`config.mk`:
```
export PLATFORM = sky130hd
export DESIGN_NAME = box_mesh_vertex_generator_top
export DESIGN_NICKNAME = d
export VERILOG_FILES = /design/src/hdl/bmvg_pkg.sv /design/src/hdl/bmvg_div.sv /design/src/hdl/bmvg_setup.sv /design/src/hdl/bmvg_finish.sv /design/src/hdl/box_mesh_vertex_generator_top.sv
export SDC_FILE = /design/constraint.sdc
export NUM_CORES = 2
export LEC_CHECK = 0
export BUFFER_PORTS_ARGS = -buffer_cell sky130_fd_sc_hd__buf_2
export CAP_MARGIN = 5
export CORE_ASPECT_RATIO = 1.2
export CORE_UTILIZATION = 58
export CTS_CLUSTER_SIZE = 14
export DETAILED_ROUTE_END_ITERATION = 8
export GPL_ROUTABILITY_DRIVEN = 0
export GPL_TIMING_DRIVEN = 0
export HOLD_SLACK_MARGIN = 0.03
export PLACE_DENSITY = 0.78
export RECOVER_POWER = 25
export SYNTH_ARGS = -nofsm -noshare
export SYNTH_HDL_FRONTEND = slang
export SYNTH_SLANG_ARGS = --single-unit
```
`constraint.sdc`:
```
create_clock -name clk -period 8.85 [get_ports clk]
set_clock_uncertainty 0.15 [all_clocks]
set_input_delay 0 -clock clk [delete_from_list [all_inputs] [get_ports clk]]
set_output_delay 0 -clock clk [all_outputs]
set_load 0.005 [all_outputs]
```
`src/hdl/bmvg_pkg.sv`:
```
// ----------------------------------------------------------------------------
// Box mesh vertex generator package
// Shared types, widths, codes and helper functions for the vertex pipeline.
// ----------------------------------------------------------------------------
package bmvg_pkg;

    localparam int SEG_W        = 7;
    localparam int EXT_W        = 16;
    localparam int NB_W         = 13;
    localparam int IDX_W        = 15;
    localparam int TEX_W        = 17;
    localparam int MAX_SEGMENTS = 64;

    localparam int DIVIDEND_W = 23;
    localparam int DIVISOR_W  = 8;
    localparam int QUO_W      = 17;
    localparam int REM_W      = DIVISOR_W;
    localparam int DIV_STEPS  = 4;
    localparam int DIV_STAGES = (QUO_W + DIV_STEPS - 1) / DIV_STEPS;

    localparam int NUM_STAGES = DIV_STAGES + 3;
    localparam int ST_A       = 0;
    localparam int ST_B       = 1;
    localparam int ST_DIV0    = 2;
    localparam int ST_OUT     = NUM_STAGES - 1;

    localparam int APB_AW = 5;
    localparam int APB_DW = 32;

    localparam logic [2:0] REG_BOX_WIDTH  = 3'd0;
    localparam logic [2:0] REG_BOX_HEIGHT = 3'd1;
    localparam logic [2:0] REG_BOX_DEPTH  = 3'd2;
    localparam logic [2:0] REG_SEGMENTS_X = 3'd3;
    localparam logic [2:0] REG_SEGMENTS_Y = 3'd4;
    localparam logic [2:0] REG_SEGMENTS_Z = 3'd5;

    localparam logic [EXT_W-1:0] EXT_RESET = 16'd256;
    localparam logic [SEG_W-1:0] SEG_RESET = 7'd1;

    localparam logic [2:0] FACE_PX = 3'd0;
    localparam logic [2:0] FACE_NX = 3'd1;
    localparam logic [2:0] FACE_PY = 3'd2;
    localparam logic [2:0] FACE_NY = 3'd3;
    localparam logic [2:0] FACE_PZ = 3'd4;
    localparam logic [2:0] FACE_NZ = 3'd5;

    typedef struct packed {
        logic [2:0]       face;
        logic [SEG_W-1:0] column;
        logic [SEG_W-1:0] row;
    } req_t;

    typedef struct packed {
        logic                    in_grid;
        logic signed [EXT_W-1:0] pos_x;
        logic signed [EXT_W-1:0] pos_y;
        logic signed [EXT_W-1:0] pos_z;
        logic [1:0]              normal_axis;
        logic                    normal_negative;
        logic [TEX_W-1:0]        tex_u;
        logic [TEX_W-1:0]        tex_v;
        logic [IDX_W-1:0]        vertex_index;
        logic                    quad_valid;
        logic                    top_edge_line;
        logic                    right_edge_line;
    } vtx_t;

    typedef struct packed {
        logic [EXT_W-1:0] box_width;
        logic [EXT_W-1:0] box_height;
        logic [EXT_W-1:0] box_depth;
        logic [SEG_W-1:0] segments_x;
        logic [SEG_W-1:0] segments_y;
        logic [SEG_W-1:0] segments_z;
    } cfg_t;

    typedef struct packed {
        logic [DIVIDEND_W-1:0] dividend;
        logic [DIVISOR_W-1:0]  divisor;
    } div_op_t;

    typedef struct packed {
        logic             in_grid;
        logic [2:0]       face;
        logic             u_neg;
        logic             v_neg;
        logic [EXT_W-1:0] off;
        logic             normal_neg;
        logic [IDX_W-1:0] index;
        logic             quad;
        logic             top;
        logic             right;
    } side_t;

    function automatic logic [SEG_W-1:0] clamp_seg(input logic [SEG_W-1:0] s);
        logic [SEG_W-1:0] r;
        if (s == '0)
            r = SEG_W'(1);
        else if (s > SEG_W'(MAX_SEGMENTS))
            r = SEG_W'(MAX_SEGMENTS);
        else
            r = s;
        return r;
    endfunction

    function automatic logic signed [EXT_W-1:0] sat_coord(input logic [QUO_W-1:0] q,
                                                          input logic neg);
        logic [QUO_W-1:0]        nq;
        logic signed [EXT_W-1:0] r;
        nq = ~q + QUO_W'(1);
        if (neg)
            r = nq[EXT_W-1:0];
        else if (q > QUO_W'(32767))
            r = 16'sh7fff;
        else
            r = q[EXT_W-1:0];
        return r;
    endfunction

endpackage

```
`src/hdl/bmvg_div.sv`:
```
// ----------------------------------------------------------------------------
// Pipelined divider
// Restoring division, a few quotient bits per register stage.
// ----------------------------------------------------------------------------
module bmvg_div (
    input  logic                            clk,
    input  logic [bmvg_pkg::DIV_STAGES-1:0] en,
    input  bmvg_pkg::div_op_t               op,
    output logic [bmvg_pkg::QUO_W-1:0]      quotient
);
    import bmvg_pkg::*;

    logic [REM_W-1:0] rem_reg  [DIV_STAGES];
    logic [REM_W-1:0] rem_next [DIV_STAGES];
    logic [QUO_W-1:0] quo_reg  [DIV_STAGES];
    logic [QUO_W-1:0] quo_next [DIV_STAGES];
    div_op_t          op_reg   [DIV_STAGES];
    logic [REM_W-1:0] rem_in   [DIV_STAGES];
    logic [QUO_W-1:0] quo_in   [DIV_STAGES];
    div_op_t          op_in    [DIV_STAGES];

    for (genvar s = 0; s < DIV_STAGES; s++) begin : g_stage
        logic [REM_W-1:0] r_chain [DIV_STEPS+1];
        logic [QUO_W-1:0] q_chain [DIV_STEPS+1];

        if (s == 0) begin : g_first
            assign rem_in[s] = REM_W'(op.dividend[DIVIDEND_W-1:QUO_W]);
            assign quo_in[s] = '0;
            assign op_in[s]  = op;
        end
        else begin : g_next
            assign rem_in[s] = rem_reg[s-1];
            assign quo_in[s] = quo_reg[s-1];
            assign op_in[s]  = op_reg[s-1];
        end

        assign r_chain[0] = rem_in[s];
        assign q_chain[0] = quo_in[s];

        for (genvar j = 0; j < DIV_STEPS; j++) begin : g_step
            localparam int P = QUO_W - 1 - (s * DIV_STEPS + j);
            if (P >= 0) begin : g_bit
                logic [REM_W-1:0] shifted;
                logic             ge;
                assign shifted = {r_chain[j][REM_W-2:0], op_in[s].dividend[P]};
                assign ge      = (shifted >= op_in[s].divisor);
                assign r_chain[j+1] = ge ? (shifted - op_in[s].divisor) : shifted;
                assign q_chain[j+1] = {q_chain[j][QUO_W-2:0], ge};
            end
            else begin : g_pass
                assign r_chain[j+1] = r_chain[j];
                assign q_chain[j+1] = q_chain[j];
            end
        end

        assign rem_next[s] = r_chain[DIV_STEPS];
        assign quo_next[s] = q_chain[DIV_STEPS];

        always_ff @(posedge clk)
        begin
            if (en[s])
            begin
                rem_reg[s] <= rem_next[s];
                quo_reg[s] <= quo_next[s];
                op_reg[s]  <= op_in[s];
            end
        end
    end

    assign quotient = quo_reg[DIV_STAGES-1];

endmodule

```
`src/hdl/bmvg_setup.sv`:
```
// ----------------------------------------------------------------------------
// Vertex setup stages
// Face selection and grid offsets, then products, index and divider operands.
// ----------------------------------------------------------------------------
module bmvg_setup (
    input  logic                clk,
    input  logic                en_a,
    input  logic                en_b,
    input  bmvg_pkg::req_t      req,
    input  bmvg_pkg::cfg_t      cfg,
    output bmvg_pkg::side_t     side,
    output bmvg_pkg::div_op_t   pos_u_op,
    output bmvg_pkg::div_op_t   pos_v_op,
    output bmvg_pkg::div_op_t   tex_u_op,
    output bmvg_pkg::div_op_t   tex_v_op
);
    import bmvg_pkg::*;

    logic [SEG_W-1:0] sx, sy, sz, gc, gr;
    logic [EXT_W-1:0] eu, ev, en;
    logic [SEG_W:0]   col2, row2, gc8, gr8, mu8, mv8, sx1, sy1, sz1;
    logic             mu_neg, mv_neg, in_grid;
    logic [15:0]      nx_full, ny_full, nz_full;

    logic [2:0]       a_face_reg;
    logic [SEG_W-1:0] a_col_reg, a_row_reg, a_gc_reg, a_gr_reg, a_mu_reg, a_mv_reg;
    logic [EXT_W-1:0] a_eu_reg, a_ev_reg, a_en_reg;
    logic             a_mu_neg_reg, a_mv_neg_reg, a_in_grid_reg;
    logic [NB_W-1:0]  a_nx_reg, a_ny_reg, a_nz_reg;

    logic [DIVIDEND_W-1:0] prod_u, prod_v;
    logic [IDX_W-1:0]      base, nx2, row_step, index;
    logic [SEG_W:0]        gc1;
    logic [EXT_W:0]        en_inc;

    side_t   side_next, side_reg;
    div_op_t pos_u_next, pos_v_next, tex_u_next, tex_v_next;
    div_op_t pos_u_reg, pos_v_reg, tex_u_reg, tex_v_reg;

    always_comb
    begin
        sx = clamp_seg(cfg.segments_x);
        sy = clamp_seg(cfg.segments_y);
        sz = clamp_seg(cfg.segments_z);
        case (req.face) inside
            FACE_PX, FACE_NX:
            begin
                gc = sz; gr = sy;
                eu = cfg.box_depth; ev = cfg.box_height; en = cfg.box_width;
            end
            FACE_PY, FACE_NY:
            begin
                gc = sx; gr = sz;
                eu = cfg.box_width; ev = cfg.box_depth; en = cfg.box_height;
            end
            default:
            begin
                gc = sx; gr = sy;
                eu = cfg.box_width; ev = cfg.box_height; en = cfg.box_depth;
            end
        endcase
        col2    = {req.column, 1'b0};
        row2    = {req.row, 1'b0};
        gc8     = {1'b0, gc};
        gr8     = {1'b0, gr};
        mu_neg  = (col2 < gc8);
        mv_neg  = (row2 < gr8);
        mu8     = mu_neg ? (gc8 - col2) : (col2 - gc8);
        mv8     = mv_neg ? (gr8 - row2) : (row2 - gr8);
        in_grid = (req.face <= FACE_NZ) && (req.column <= gc) && (req.row <= gr);
        sx1     = {1'b0, sx} + (SEG_W+1)'(1);
        sy1     = {1'b0, sy} + (SEG_W+1)'(1);
        sz1     = {1'b0, sz} + (SEG_W+1)'(1);
        nx_full = 16'(sz1) * 16'(sy1);
        ny_full = 16'(sx1) * 16'(sz1);
        nz_full = 16'(sx1) * 16'(sy1);
    end

    always_ff @(posedge clk)
    begin
        if (en_a)
        begin
            a_face_reg    <= req.face;
            a_col_reg     <= req.column;
            a_row_reg     <= req.row;
            a_gc_reg      <= gc;
            a_gr_reg      <= gr;
            a_eu_reg      <= eu;
            a_ev_reg      <= ev;
            a_en_reg      <= en;
            a_mu_reg      <= mu8[SEG_W-1:0];
            a_mv_reg      <= mv8[SEG_W-1:0];
            a_mu_neg_reg  <= mu_neg;
            a_mv_neg_reg  <= mv_neg;
            a_in_grid_reg <= in_grid;
            a_nx_reg      <= nx_full[NB_W-1:0];
            a_ny_reg      <= ny_full[NB_W-1:0];
            a_nz_reg      <= nz_full[NB_W-1:0];
        end
    end

    always_comb
    begin
        prod_u = DIVIDEND_W'(a_eu_reg) * DIVIDEND_W'(a_mu_reg);
        prod_v = DIVIDEND_W'(a_ev_reg) * DIVIDEND_W'(a_mv_reg);
        nx2    = {1'b0, a_nx_reg, 1'b0};
        case (a_face_reg)
            FACE_PX: base = '0;
            FACE_NX: base = IDX_W'(a_nx_reg);
            FACE_PY: base = nx2;
            FACE_NY: base = nx2 + IDX_W'(a_ny_reg);
            FACE_PZ: base = nx2 + {1'b0, a_ny_reg, 1'b0};
            default: base = nx2 + {1'b0, a_ny_reg, 1'b0} + IDX_W'(a_nz_reg);
        endcase
        gc1      = {1'b0, a_gc_reg} + (SEG_W+1)'(1);
        row_step = IDX_W'(gc1) * IDX_W'(a_row_reg);
        index    = base + IDX_W'(a_col_reg) + row_step;
        en_inc   = {1'b0, a_en_reg} + (EXT_W+1)'(1);

        side_next.in_grid    = a_in_grid_reg;
        side_next.face       = a_face_reg;
        side_next.u_neg      = a_mu_neg_reg;
        side_next.v_neg      = a_mv_neg_reg;
        side_next.off        = en_inc[EXT_W:1];
        side_next.normal_neg = a_face_reg[0] || (a_en_reg == '0);
        side_next.index      = index;
        side_next.quad       = (a_col_reg < a_gc_reg) && (a_row_reg < a_gr_reg);
        side_next.top        = (a_row_reg == '0);
        side_next.right      = (a_col_reg == a_gc_reg - SEG_W'(1));

        pos_u_next.dividend = prod_u + DIVIDEND_W'(a_gc_reg);
        pos_u_next.divisor  = {a_gc_reg, 1'b0};
        pos_v_next.dividend = prod_v + DIVIDEND_W'(a_gr_reg);
        pos_v_next.divisor  = {a_gr_reg, 1'b0};
        tex_u_next.dividend = {a_col_reg, 16'b0} + DIVIDEND_W'(a_gc_reg >> 1);
        tex_u_next.divisor  = {1'b0, a_gc_reg};
        tex_v_next.dividend = {a_row_reg, 16'b0} + DIVIDEND_W'(a_gr_reg >> 1);
        tex_v_next.divisor  = {1'b0, a_gr_reg};
    end

    always_ff @(posedge clk)
    begin
        if (en_b)
        begin
            side_reg  <= side_next;
            pos_u_reg <= pos_u_next;
            pos_v_reg <= pos_v_next;
            tex_u_reg <= tex_u_next;
            tex_v_reg <= tex_v_next;
        end
    end

    assign side     = side_reg;
    assign pos_u_op = pos_u_reg;
    assign pos_v_op = pos_v_reg;
    assign tex_u_op = tex_u_reg;
    assign tex_v_op = tex_v_reg;

endmodule

```
`src/hdl/bmvg_finish.sv`:
```
// ----------------------------------------------------------------------------
// Vertex output stage
// Signs, saturates and places the coordinates, and registers the result.
// ----------------------------------------------------------------------------
module bmvg_finish (
    input  logic                       clk,
    input  logic                       en,
    input  bmvg_pkg::side_t            side,
    input  logic [bmvg_pkg::QUO_W-1:0] q_u,
    input  logic [bmvg_pkg::QUO_W-1:0] q_v,
    input  logic [bmvg_pkg::QUO_W-1:0] t_u,
    input  logic [bmvg_pkg::QUO_W-1:0] t_v,
    output bmvg_pkg::vtx_t             vtx
);
    import bmvg_pkg::*;

    logic [QUO_W-1:0] q_off;
    vtx_t             vtx_next, vtx_reg;

    always_comb
    begin
        q_off    = {1'b0, side.off};
        vtx_next = '0;
        case (side.face)
            FACE_PX:
            begin
                vtx_next.pos_x = sat_coord(q_off, 1'b0);
                vtx_next.pos_y = sat_coord(q_v, !side.v_neg);
                vtx_next.pos_z = sat_coord(q_u, !side.u_neg);
            end
            FACE_NX:
            begin
                vtx_next.pos_x = sat_coord(q_off, 1'b1);
                vtx_next.pos_y = sat_coord(q_v, !side.v_neg);
                vtx_next.pos_z = sat_coord(q_u, side.u_neg);
            end
            FACE_PY:
            begin
                vtx_next.pos_x = sat_coord(q_u, side.u_neg);
                vtx_next.pos_y = sat_coord(q_off, 1'b0);
                vtx_next.pos_z = sat_coord(q_v, side.v_neg);
            end
            FACE_NY:
            begin
                vtx_next.pos_x = sat_coord(q_u, side.u_neg);
                vtx_next.pos_y = sat_coord(q_off, 1'b1);
                vtx_next.pos_z = sat_coord(q_v, !side.v_neg);
            end
            FACE_PZ:
            begin
                vtx_next.pos_x = sat_coord(q_u, side.u_neg);
                vtx_next.pos_y = sat_coord(q_v, !side.v_neg);
                vtx_next.pos_z = sat_coord(q_off, 1'b0);
            end
            default:
            begin
                vtx_next.pos_x = sat_coord(q_u, !side.u_neg);
                vtx_next.pos_y = sat_coord(q_v, !side.v_neg);
                vtx_next.pos_z = sat_coord(q_off, 1'b1);
            end
        endcase
        vtx_next.in_grid         = 1'b1;
        vtx_next.normal_axis     = side.face[2:1];
        vtx_next.normal_negative = side.normal_neg;
        vtx_next.tex_u           = t_u;
        vtx_next.tex_v           = t_v;
        vtx_next.vertex_index    = side.index;
        vtx_next.quad_valid      = side.quad;
        vtx_next.top_edge_line   = side.quad && side.top;
        vtx_next.right_edge_line = side.quad && side.right;
        if (!side.in_grid)
            vtx_next = '0;
    end

    always_ff @(posedge clk)
    begin
        if (en)
            vtx_reg <= vtx_next;
    end

    assign vtx = vtx_reg;

endmodule

```
`src/hdl/box_mesh_vertex_generator_top.sv`:
```
// ----------------------------------------------------------------------------
// Box mesh vertex generator
// Vertex position, normal, texture coordinates, index and cell flags for a
// subdivided axis-aligned box, one request per cycle while req_stall is low.
//
//   Channel   Signals                                  Direction
//   req       req_valid, req_stall, req (req_t)        in
//   vtx       vtx_valid, vtx_stall, vtx (vtx_t)        out
//   config    psel, penable, pwrite, paddr, pwdata,    APB slave
//             prdata, pready
//
// One transaction per cycle sustained while vtx_stall is low; eight register
// stages: two setup stages, five divider stages (at most four quotient bits
// each) and the output stage, from which each vertex is offered.
// Reset clears every stage valid bit and loads the register defaults.
// A stalled output holds its transaction; earlier stages keep filling bubbles,
// and req_stall rises only once every stage holds a transaction.
// ----------------------------------------------------------------------------
module box_mesh_vertex_generator_top (
    input  logic                          clk,
    input  logic                          rst_n,
    input  logic                          req_valid,
    output logic                          req_stall,
    input  bmvg_pkg::req_t                req,
    output logic                          vtx_valid,
    input  logic                          vtx_stall,
    output bmvg_pkg::vtx_t                vtx,
    input  logic                          psel,
    input  logic                          penable,
    input  logic                          pwrite,
    input  logic [bmvg_pkg::APB_AW-1:0]   paddr,
    input  logic [bmvg_pkg::APB_DW-1:0]   pwdata,
    output logic [bmvg_pkg::APB_DW-1:0]   prdata,
    output logic                          pready
);
    import bmvg_pkg::*;

    cfg_t                  cfg_reg, cfg_next;
    logic                  cfg_wr;
    logic [2:0]            reg_sel;
    logic [NUM_STAGES-1:0] en, v_reg, v_next;
    side_t                 side_b;
    side_t                 side_reg [DIV_STAGES];
    div_op_t               pos_u_op, pos_v_op, tex_u_op, tex_v_op;
    logic [QUO_W-1:0]      q_u, q_v, t_u, t_v;

    assign pready  = 1'b1;
    assign cfg_wr  = psel && penable && pwrite;
    assign reg_sel = paddr[APB_AW-1:2];

    always_comb
    begin
        cfg_next = cfg_reg;
        if (cfg_wr)
        begin
            case (reg_sel)
                REG_BOX_WIDTH:  cfg_next.box_width  = pwdata[EXT_W-1:0];
                REG_BOX_HEIGHT: cfg_next.box_height = pwdata[EXT_W-1:0];
                REG_BOX_DEPTH:  cfg_next.box_depth  = pwdata[EXT_W-1:0];
                REG_SEGMENTS_X: cfg_next.segments_x = pwdata[SEG_W-1:0];
                REG_SEGMENTS_Y: cfg_next.segments_y = pwdata[SEG_W-1:0];
                REG_SEGMENTS_Z: cfg_next.segments_z = pwdata[SEG_W-1:0];
                default:        cfg_next = cfg_reg;
            endcase
        end
    end

    always_comb
    begin
        case (reg_sel)
            REG_BOX_WIDTH:  prdata = APB_DW'(cfg_reg.box_width);
            REG_BOX_HEIGHT: prdata = APB_DW'(cfg_reg.box_height);
            REG_BOX_DEPTH:  prdata = APB_DW'(cfg_reg.box_depth);
            REG_SEGMENTS_X: prdata = APB_DW'(cfg_reg.segments_x);
            REG_SEGMENTS_Y: prdata = APB_DW'(cfg_reg.segments_y);
            REG_SEGMENTS_Z: prdata = APB_DW'(cfg_reg.segments_z);
            default:        prdata = '0;
        endcase
    end

    // advance a stage when it is empty or its successor advances
    assign en[ST_OUT] = !v_reg[ST_OUT] || !vtx_stall;
    for (genvar k = 0; k < NUM_STAGES - 1; k++) begin : g_en
        assign en[k] = !v_reg[k] || en[k+1];
    end

    assign v_next[0] = en[0] ? req_valid : v_reg[0];
    for (genvar k = 1; k < NUM_STAGES; k++) begin : g_valid
        assign v_next[k] = en[k] ? v_reg[k-1] : v_reg[k];
    end

    always_ff @(posedge clk or negedge rst_n)
    begin
        if (!rst_n)
        begin
            cfg_reg.box_width  <= EXT_RESET;
            cfg_reg.box_height <= EXT_RESET;
            cfg_reg.box_depth  <= EXT_RESET;
            cfg_reg.segments_x <= SEG_RESET;
            cfg_reg.segments_y <= SEG_RESET;
            cfg_reg.segments_z <= SEG_RESET;
            v_reg              <= '0;
        end
        else
        begin
            cfg_reg <= cfg_next;
            v_reg   <= v_next;
        end
    end

    assign req_stall = !en[ST_A];
    assign vtx_valid = v_reg[ST_OUT];

    bmvg_setup u_setup (
        .clk      (clk),
        .en_a     (en[ST_A]),
        .en_b     (en[ST_B]),
        .req      (req),
        .cfg      (cfg_reg),
        .side     (side_b),
        .pos_u_op (pos_u_op),
        .pos_v_op (pos_v_op),
        .tex_u_op (tex_u_op),
        .tex_v_op (tex_v_op)
    );

    bmvg_div u_div_pos_u (
        .clk      (clk),
        .en       (en[ST_DIV0 +: DIV_STAGES]),
        .op       (pos_u_op),
        .quotient (q_u)
    );

    bmvg_div u_div_pos_v (
        .clk      (clk),
        .en       (en[ST_DIV0 +: DIV_STAGES]),
        .op       (pos_v_op),
        .quotient (q_v)
    );

    bmvg_div u_div_tex_u (
        .clk      (clk),
        .en       (en[ST_DIV0 +: DIV_STAGES]),
        .op       (tex_u_op),
        .quotient (t_u)
    );

    bmvg_div u_div_tex_v (
        .clk      (clk),
        .en       (en[ST_DIV0 +: DIV_STAGES]),
        .op       (tex_v_op),
        .quotient (t_v)
    );

    // carry the side fields alongside the divider stages
    for (genvar s = 0; s < DIV_STAGES; s++) begin : g_side
        if (s == 0) begin : g_first
            always_ff @(posedge clk)
            begin
                if (en[ST_DIV0 + s])
                    side_reg[s] <= side_b;
            end
        end
        else begin : g_next
            always_ff @(posedge clk)
            begin
                if (en[ST_DIV0 + s])
                    side_reg[s] <= side_reg[s-1];
            end
        end
    end

    bmvg_finish u_finish (
        .clk  (clk),
        .en   (en[ST_OUT]),
        .side (side_reg[DIV_STAGES-1]),
        .q_u  (q_u),
        .q_v  (q_v),
        .t_u  (t_u),
        .t_v  (t_v),
        .vtx  (vtx)
    );

endmodule
```
==> After elaboration in Yosys (flattened, before gate mapping) <==
Memory sizes are Yosys's and may differ from the RTL's.
Index checks and enable logic that the tools add are counted.
{ "classes": {"eq_ne": 17, "bitwise_logic": 3, "n_addsub": 90, "n_mux": 105, "order_cmp": 81, "n_mul": 6, "reduce_logical": 43} }
{ "ops": {"columns": ["cell", "n"], "rows": [
  ["$ge 8x8->1", 58],
  ["$mux 7", 59],
  ["$sub 7x7->7", 52],
  ["$pmux 48 s5", 1],
  ["$mux 16", 12],
  ["$mux 8", 20],
  ["$sub 8x8->8", 18],
  ["$mux 104", 1],
  ["$pmux 16 s6", 1],
  ["$pmux 15 s5", 1],
  ["$add 16x1->16 const B", 3],
  ["$ge 8x7->1", 6],
  ["$not 16->16", 3],
  ["$add 23x6->23", 2],
  ["$add 23x7->23", 2],
  ["$mul 16x7->23", 2],
  ["$mul 8x8->13", 3],
  ["$gt 17x15->1 const B", 2],
  ["$add 7x1->8 const B", 4],
  ["$logic_not 7->1", 4],
  ["$eq 3x2->1 const B", 8],
  ["$gt 7x7->1 const B", 3],
  ["$add 16x1->17 const B", 1],
  ["$ge 7x8->1", 2],
  ["other kinds (25)", 77]
]} }
{ "totals": {"ramBits": 1325, "inputBits": 61, "out_inout_bits": 139, "regBits": 463, "elab_cells": 416, "n_memories": 13} }
{ "memory_table": {"columns": ["memory", "words", "width", "rd", "rd_ports_with_merged_regs", "write_ports", "line_no", "text"], "rows": [
  ["side_reg", 5, 41, 5, 0, 5, "box_mesh_vertex_generator_top.sv:43", "side_t side_reg [DIV_STAGES];"],
  ["u_div_pos_u.op_reg", 5, 31, 4, 0, 5, "bmvg_div.sv:17", "div_op_t op_reg [DIV_STAGES];"],
  ["u_div_pos_v.op_reg", 5, 31, 4, 0, 5, "bmvg_div.sv:17", null],
  ["u_div_tex_u.op_reg", 5, 31, 4, 0, 5, "bmvg_div.sv:17", null],
  ["u_div_tex_v.op_reg", 5, 31, 4, 0, 5, "bmvg_div.sv:17", null],
  ["u_div_pos_u.quo_reg", 5, 17, 5, 0, 5, "bmvg_div.sv:15", "logic [QUO_W-1:0] quo_reg [DIV_STAGES];"],
  ["7 more memories", null, null, null, null, null, null, null]
]} }

==> Longest topological paths before layout <==
{ "depth": {"ltp_word": 10, "depth_mapped": 39, "mapped_depth_nobuf": 37} }

==> Hierarchy <==
From an unflattened synthesis, not the netlist that was laid out.
{ "hier_totals": {"cells_unflattened": 8462, "hier_area_um2": 89465.8} }
{ "by_module_without_submodules": {"columns": ["mod", "instances", "seq_area_each_um2", "cells_per_inst", "area_per_inst_um2"], "rows": [
  ["bmvg_div (u_div_pos_u ...)", 3, 4354.2, 1074, 11026.8],
  ["bmvg_setup", 1, 7447.1, 2868, 27993.1],
  ["bmvg_div (u_div_tex_v)", 1, 4354.2, 1071, 11015.6],
  ["box_mesh_vertex_generator_top", 1, 8090.3, 499, 9938.3],
  ["bmvg_finish", 1, 3123.0, 802, 7438.4]
]} }

==> Worst setup path after synthesis <==
OpenSTA, ideal clock, no wires.
{ "synth_path": {"path_type": "reg-to-reg", "startpoint": "reg v_reg[7]", "endpoint": "reg u_setup.a_col_reg[0] (enable)", "path_stages_with_launch": 6, "setup_ns": 1.493, "n_path_buf": 0, "arrival_ns": 7.294, "slack_ns": -0.087, "path_cell_list": "dfrtp_1 > and3_1 > and3_1 > nand3_1 > inv_1 > nand3_1"} }
{ "synth_via": {"elab_chain_len": 9} }
{ "synth_rtl": {"columns": ["item", "line_no", "text"], "rows": [
  ["start, declared", "box_mesh_vertex_generator_top.sv:41", "logic [NUM_STAGES-1:0] en, v_reg, v_next;"],
  ["start signal, assigned", "box_mesh_vertex_generator_top.sv:107", "v_reg <= v_next;"],
  ["$logic_not 1->1", "box_mesh_vertex_generator_top.sv:82", "assign en[ST_OUT] = !v_reg[ST_OUT] || !vtx_stall;"],
  ["$logic_or 1x1->1", "box_mesh_vertex_generator_top.sv:82", null],
  ["$logic_or 1x1->1 (5 in series)", "box_mesh_vertex_generator_top.sv:84", "assign en[k] = !v_reg[k] || en[k+1];"],
  ["via en[2]", "box_mesh_vertex_generator_top.sv:41", null],
  ["$logic_or 1x1->1 (2 in series)", "box_mesh_vertex_generator_top.sv:84", null],
  ["end signal, assigned", "bmvg_setup.sv:84", "a_col_reg <= req.column;"],
  ["end, declared", "bmvg_setup.sv:26", "logic [SEG_W-1:0] a_col_reg, a_row_reg, a_gc_reg, a_gr_reg, a_mu_reg, a_mv_reg;"]
]} }
The timed path passes the listed nets, and every way through them passes these cells.
A chain may end at the register's enable or synchronous reset.

==> flow_summary.json <==
{
  "finalHoldViolCount": 0,
  "grt_pass1_vias": 57400,
  "synth-async-reset-ratio_pct": 7.09,
  "relSlewSlack_pct": 12.6,
  "design.portCount": 200,
  "htree_levels": 3,
  "synth_seq_cells": 1086,
  "cts_buffer_depth": 3,
  "postSynthAreaPerCell_um2": 10.8,
  "first_iter_violations": 4763,
  "pre_cts_ws_ps": -1400,
  "layout.nets": 8985,
  "synth_edf_count": 1009,
  "synth.distinct_cells": 95,
  "arrival_ps": 8920,
  "wl_mm": 192,
  "fin_crit_sh_pct": 96.9,
  "drc": 0,
  "dp_hpwl_mm": 141,
  "start_util_pct": 58.7,
  "ant_nets": 0,
  "synthTopCellsByCount": "1,009 x edfxtp_1, 766 x ha_1, 707 x inv_1",
  "cts-root-buf": "clkbuf_16",
  "grt_max_degree": 106,
  "grtUsageTotal_pct": 27.4,
  "port_buffers": 163,
  "drive_above_1_share_pct": 11.7,
  "status": "complete, no violations",
  "vias": 57600,
  "cts_inserted_buffers": 106,
  "firstDrtPassIters": 9,
  "max_freq_mhz": 117,
  "critPathMaxFanout": 10,
  "viasPerCell": 5.96,
  "syn_to_final_growth_pct": 12.0,
  "synth_area_um2": 78800,
  "die_h_um": 406,
  "core_area_um2": 134000,
  "largest_reg_flops": 205,
  "cap_violations": 0,
  "critPathMaxStageDelay_ps": 480,
  "clock_sinks": 1086,
  "setup_ws_ps": 271,
  "hold_class": "reg -> reg",
  "crit_path_start_kind": "register",
  "synth_cells": 7267,
  "clock_latency_ps": 760,
  "yosysTopAreaCell": "edfxtp_1",
  "setup_viol": 0,
  "grt_pass1_wl_mm": 301,
  "clkTransAtPathRegs_ps": 60,
  "die_area_um2": 137000,
  "worst_slew_pin_slew_ps": 1300,
  "fp.dieW_um": 338,
  "synthTopCellsByArea": "edfxtp_1 38%, ha_1 12%, fa_1 9.2%, mux2_2 3.7%, inv_1 3.4%",
  "cp-end-kind": "register",
  "wl_per_cell_um": 19.8,
  "period_minus_slack_ps": 8580,
  "antenna_found_initial": 10,
  "synth_top_flop_cell": "edfxtp_1",
  "overflow": 0,
  "rows": 147,
  "synth.top_cell.area_share_pct": 38.5,
  "path_class": "reg -> reg",
  "slew_viol_final": 0,
  "yosys_warnings": 0,
  "crit_required_ps": 9190,
  "cp_slowest_cell": "edfxtp_1",
  "tritoncts": "built",
  "seq_area_frac_synth_pct": 40.9,
  "synth.most_common_cell": "edfxtp_1"
}
per-layer routing:
layer	up-vias	wire length (um)	track usage (%)	share of wire [%]
li1	26800	-	-	-
met1	27900	74700	32.9	39
met2	2309	93200	47.6	49
met3	572	12100	3.59	6.3
met4	6	11500	15.6	6.0
met5	-	47	0	0.025
what timing repair did:
item                                    in CTS  in global routing
setup buffers                               34                 98
hold endpoints to repair                   228                  0
pin swaps                                   13                 20
resized for setup                           63                100
hold buffers                                83                  0
gates cloned                                 0                  0
endpoints found under the setup margin     112                118
final cells by class:
class,instances,area (um2)
well taps,1788,2240
multi-input cells,5301,43700
inverters,711,2750
clock inverters,56,711
clock buffers,130,2840
diodes,4,10.0
plain buffers,201,865
fillers,9863,46100
flip-flops and latches,1086,32200
repair buffers,390,2880
logic make-up after synthesis:
group / synth area share, %
adders and majority gates: 21.3
AOI/OAI and AO/OA: 11.7
other: 0.00953
and+or+nand+nor: 11.7
DFF: 40.9
xor gates and xnor gates: 4.50
muxes: 5.24
buffers and inverters: 4.52
worst max-delay path, delay by kind of cell, from the launching register on:
family / cells / cell delay (ps)
multiplexers: 3 / 1030
AND/OR/NAND/NOR: 7 / 1480
buffers and inverters: 3 / 300
adder cells (fa/ha/maj): 5 / 1520
AO/OA/AOI/OAI: 14 / 3360
flip-flops: 1 / 480
metrics by stage:
step	util [%]	std cells	cell area, um2	setup TNS, ps	hold slack (ps)
CTS	65.0	9572	87300	0	156
global route	65.7	9665	88200	-1420	227
floorplan	-	7312	78900	0	-446
detailed placement	61.3	9274	82400	-68430	-278
global placement	61.1	9263	82000	-300120	98.6
finish	65.7	9667	88200	0	232
path summary, 6_finish.rpt:
| check | slack (ps) | endpoint | startpoint | cells past startpoint |
|---|---|---|---|---|
| max | 270 | u_div_tex_v.rem_reg[0][25] | u_div_pos_v.op_reg[0][68] | 32 |
| min | 230 | u_div_pos_u.quo_reg[0][81] | u_div_pos_u.quo_reg[0][63] | 0 |
| max reg2reg | 270 | u_div_tex_v.rem_reg[0][25] | u_div_pos_v.op_reg[0][68] | 32 |
| min reg2reg | 230 | u_div_pos_u.quo_reg[0][81] | u_div_pos_u.quo_reg[0][63] | 0 |
| max in group asynchronous | 7450 | v_reg[4] | rst_n | 4 |
| min in group asynchronous | 260 | cfg_reg[32] | rst_n | 3 |
cell usage in the layout (no fill, tap or decap), types with 24 or more instances in the layout:
cell	instances
edfxtp_1	1009
ha_1	763
inv_1	686
nand2_1	547
nor2_1	429
a21oi_1	368
o21ai_0	368
fa_1	361
xnor2_1	261
mux2_2	260
and2_1	245
clkbuf_1	207
buf_2	148
a21o_1	147
xor2_1	144
nor3_1	140
buf_4	140
nor2b_1	116
clkbuf_16	109
mux2i_1	97
o21a_1	91
nand2b_1	86
dlygate4sd3_1	83
nand3_1	75
dfrtp_1	71
a31oi_1	69
conb_1	47
o21bai_1	44
or3_1	41
or2_2	37
nand4_1	37
and3_1	36
a211oi_1	34
o211ai_1	29
and4_1	25
clkinvlp_4	24
Power is left out: the tool's default activity adds up to more than one toggle a clock period on the data nets, which glitch-free logic cannot reach.
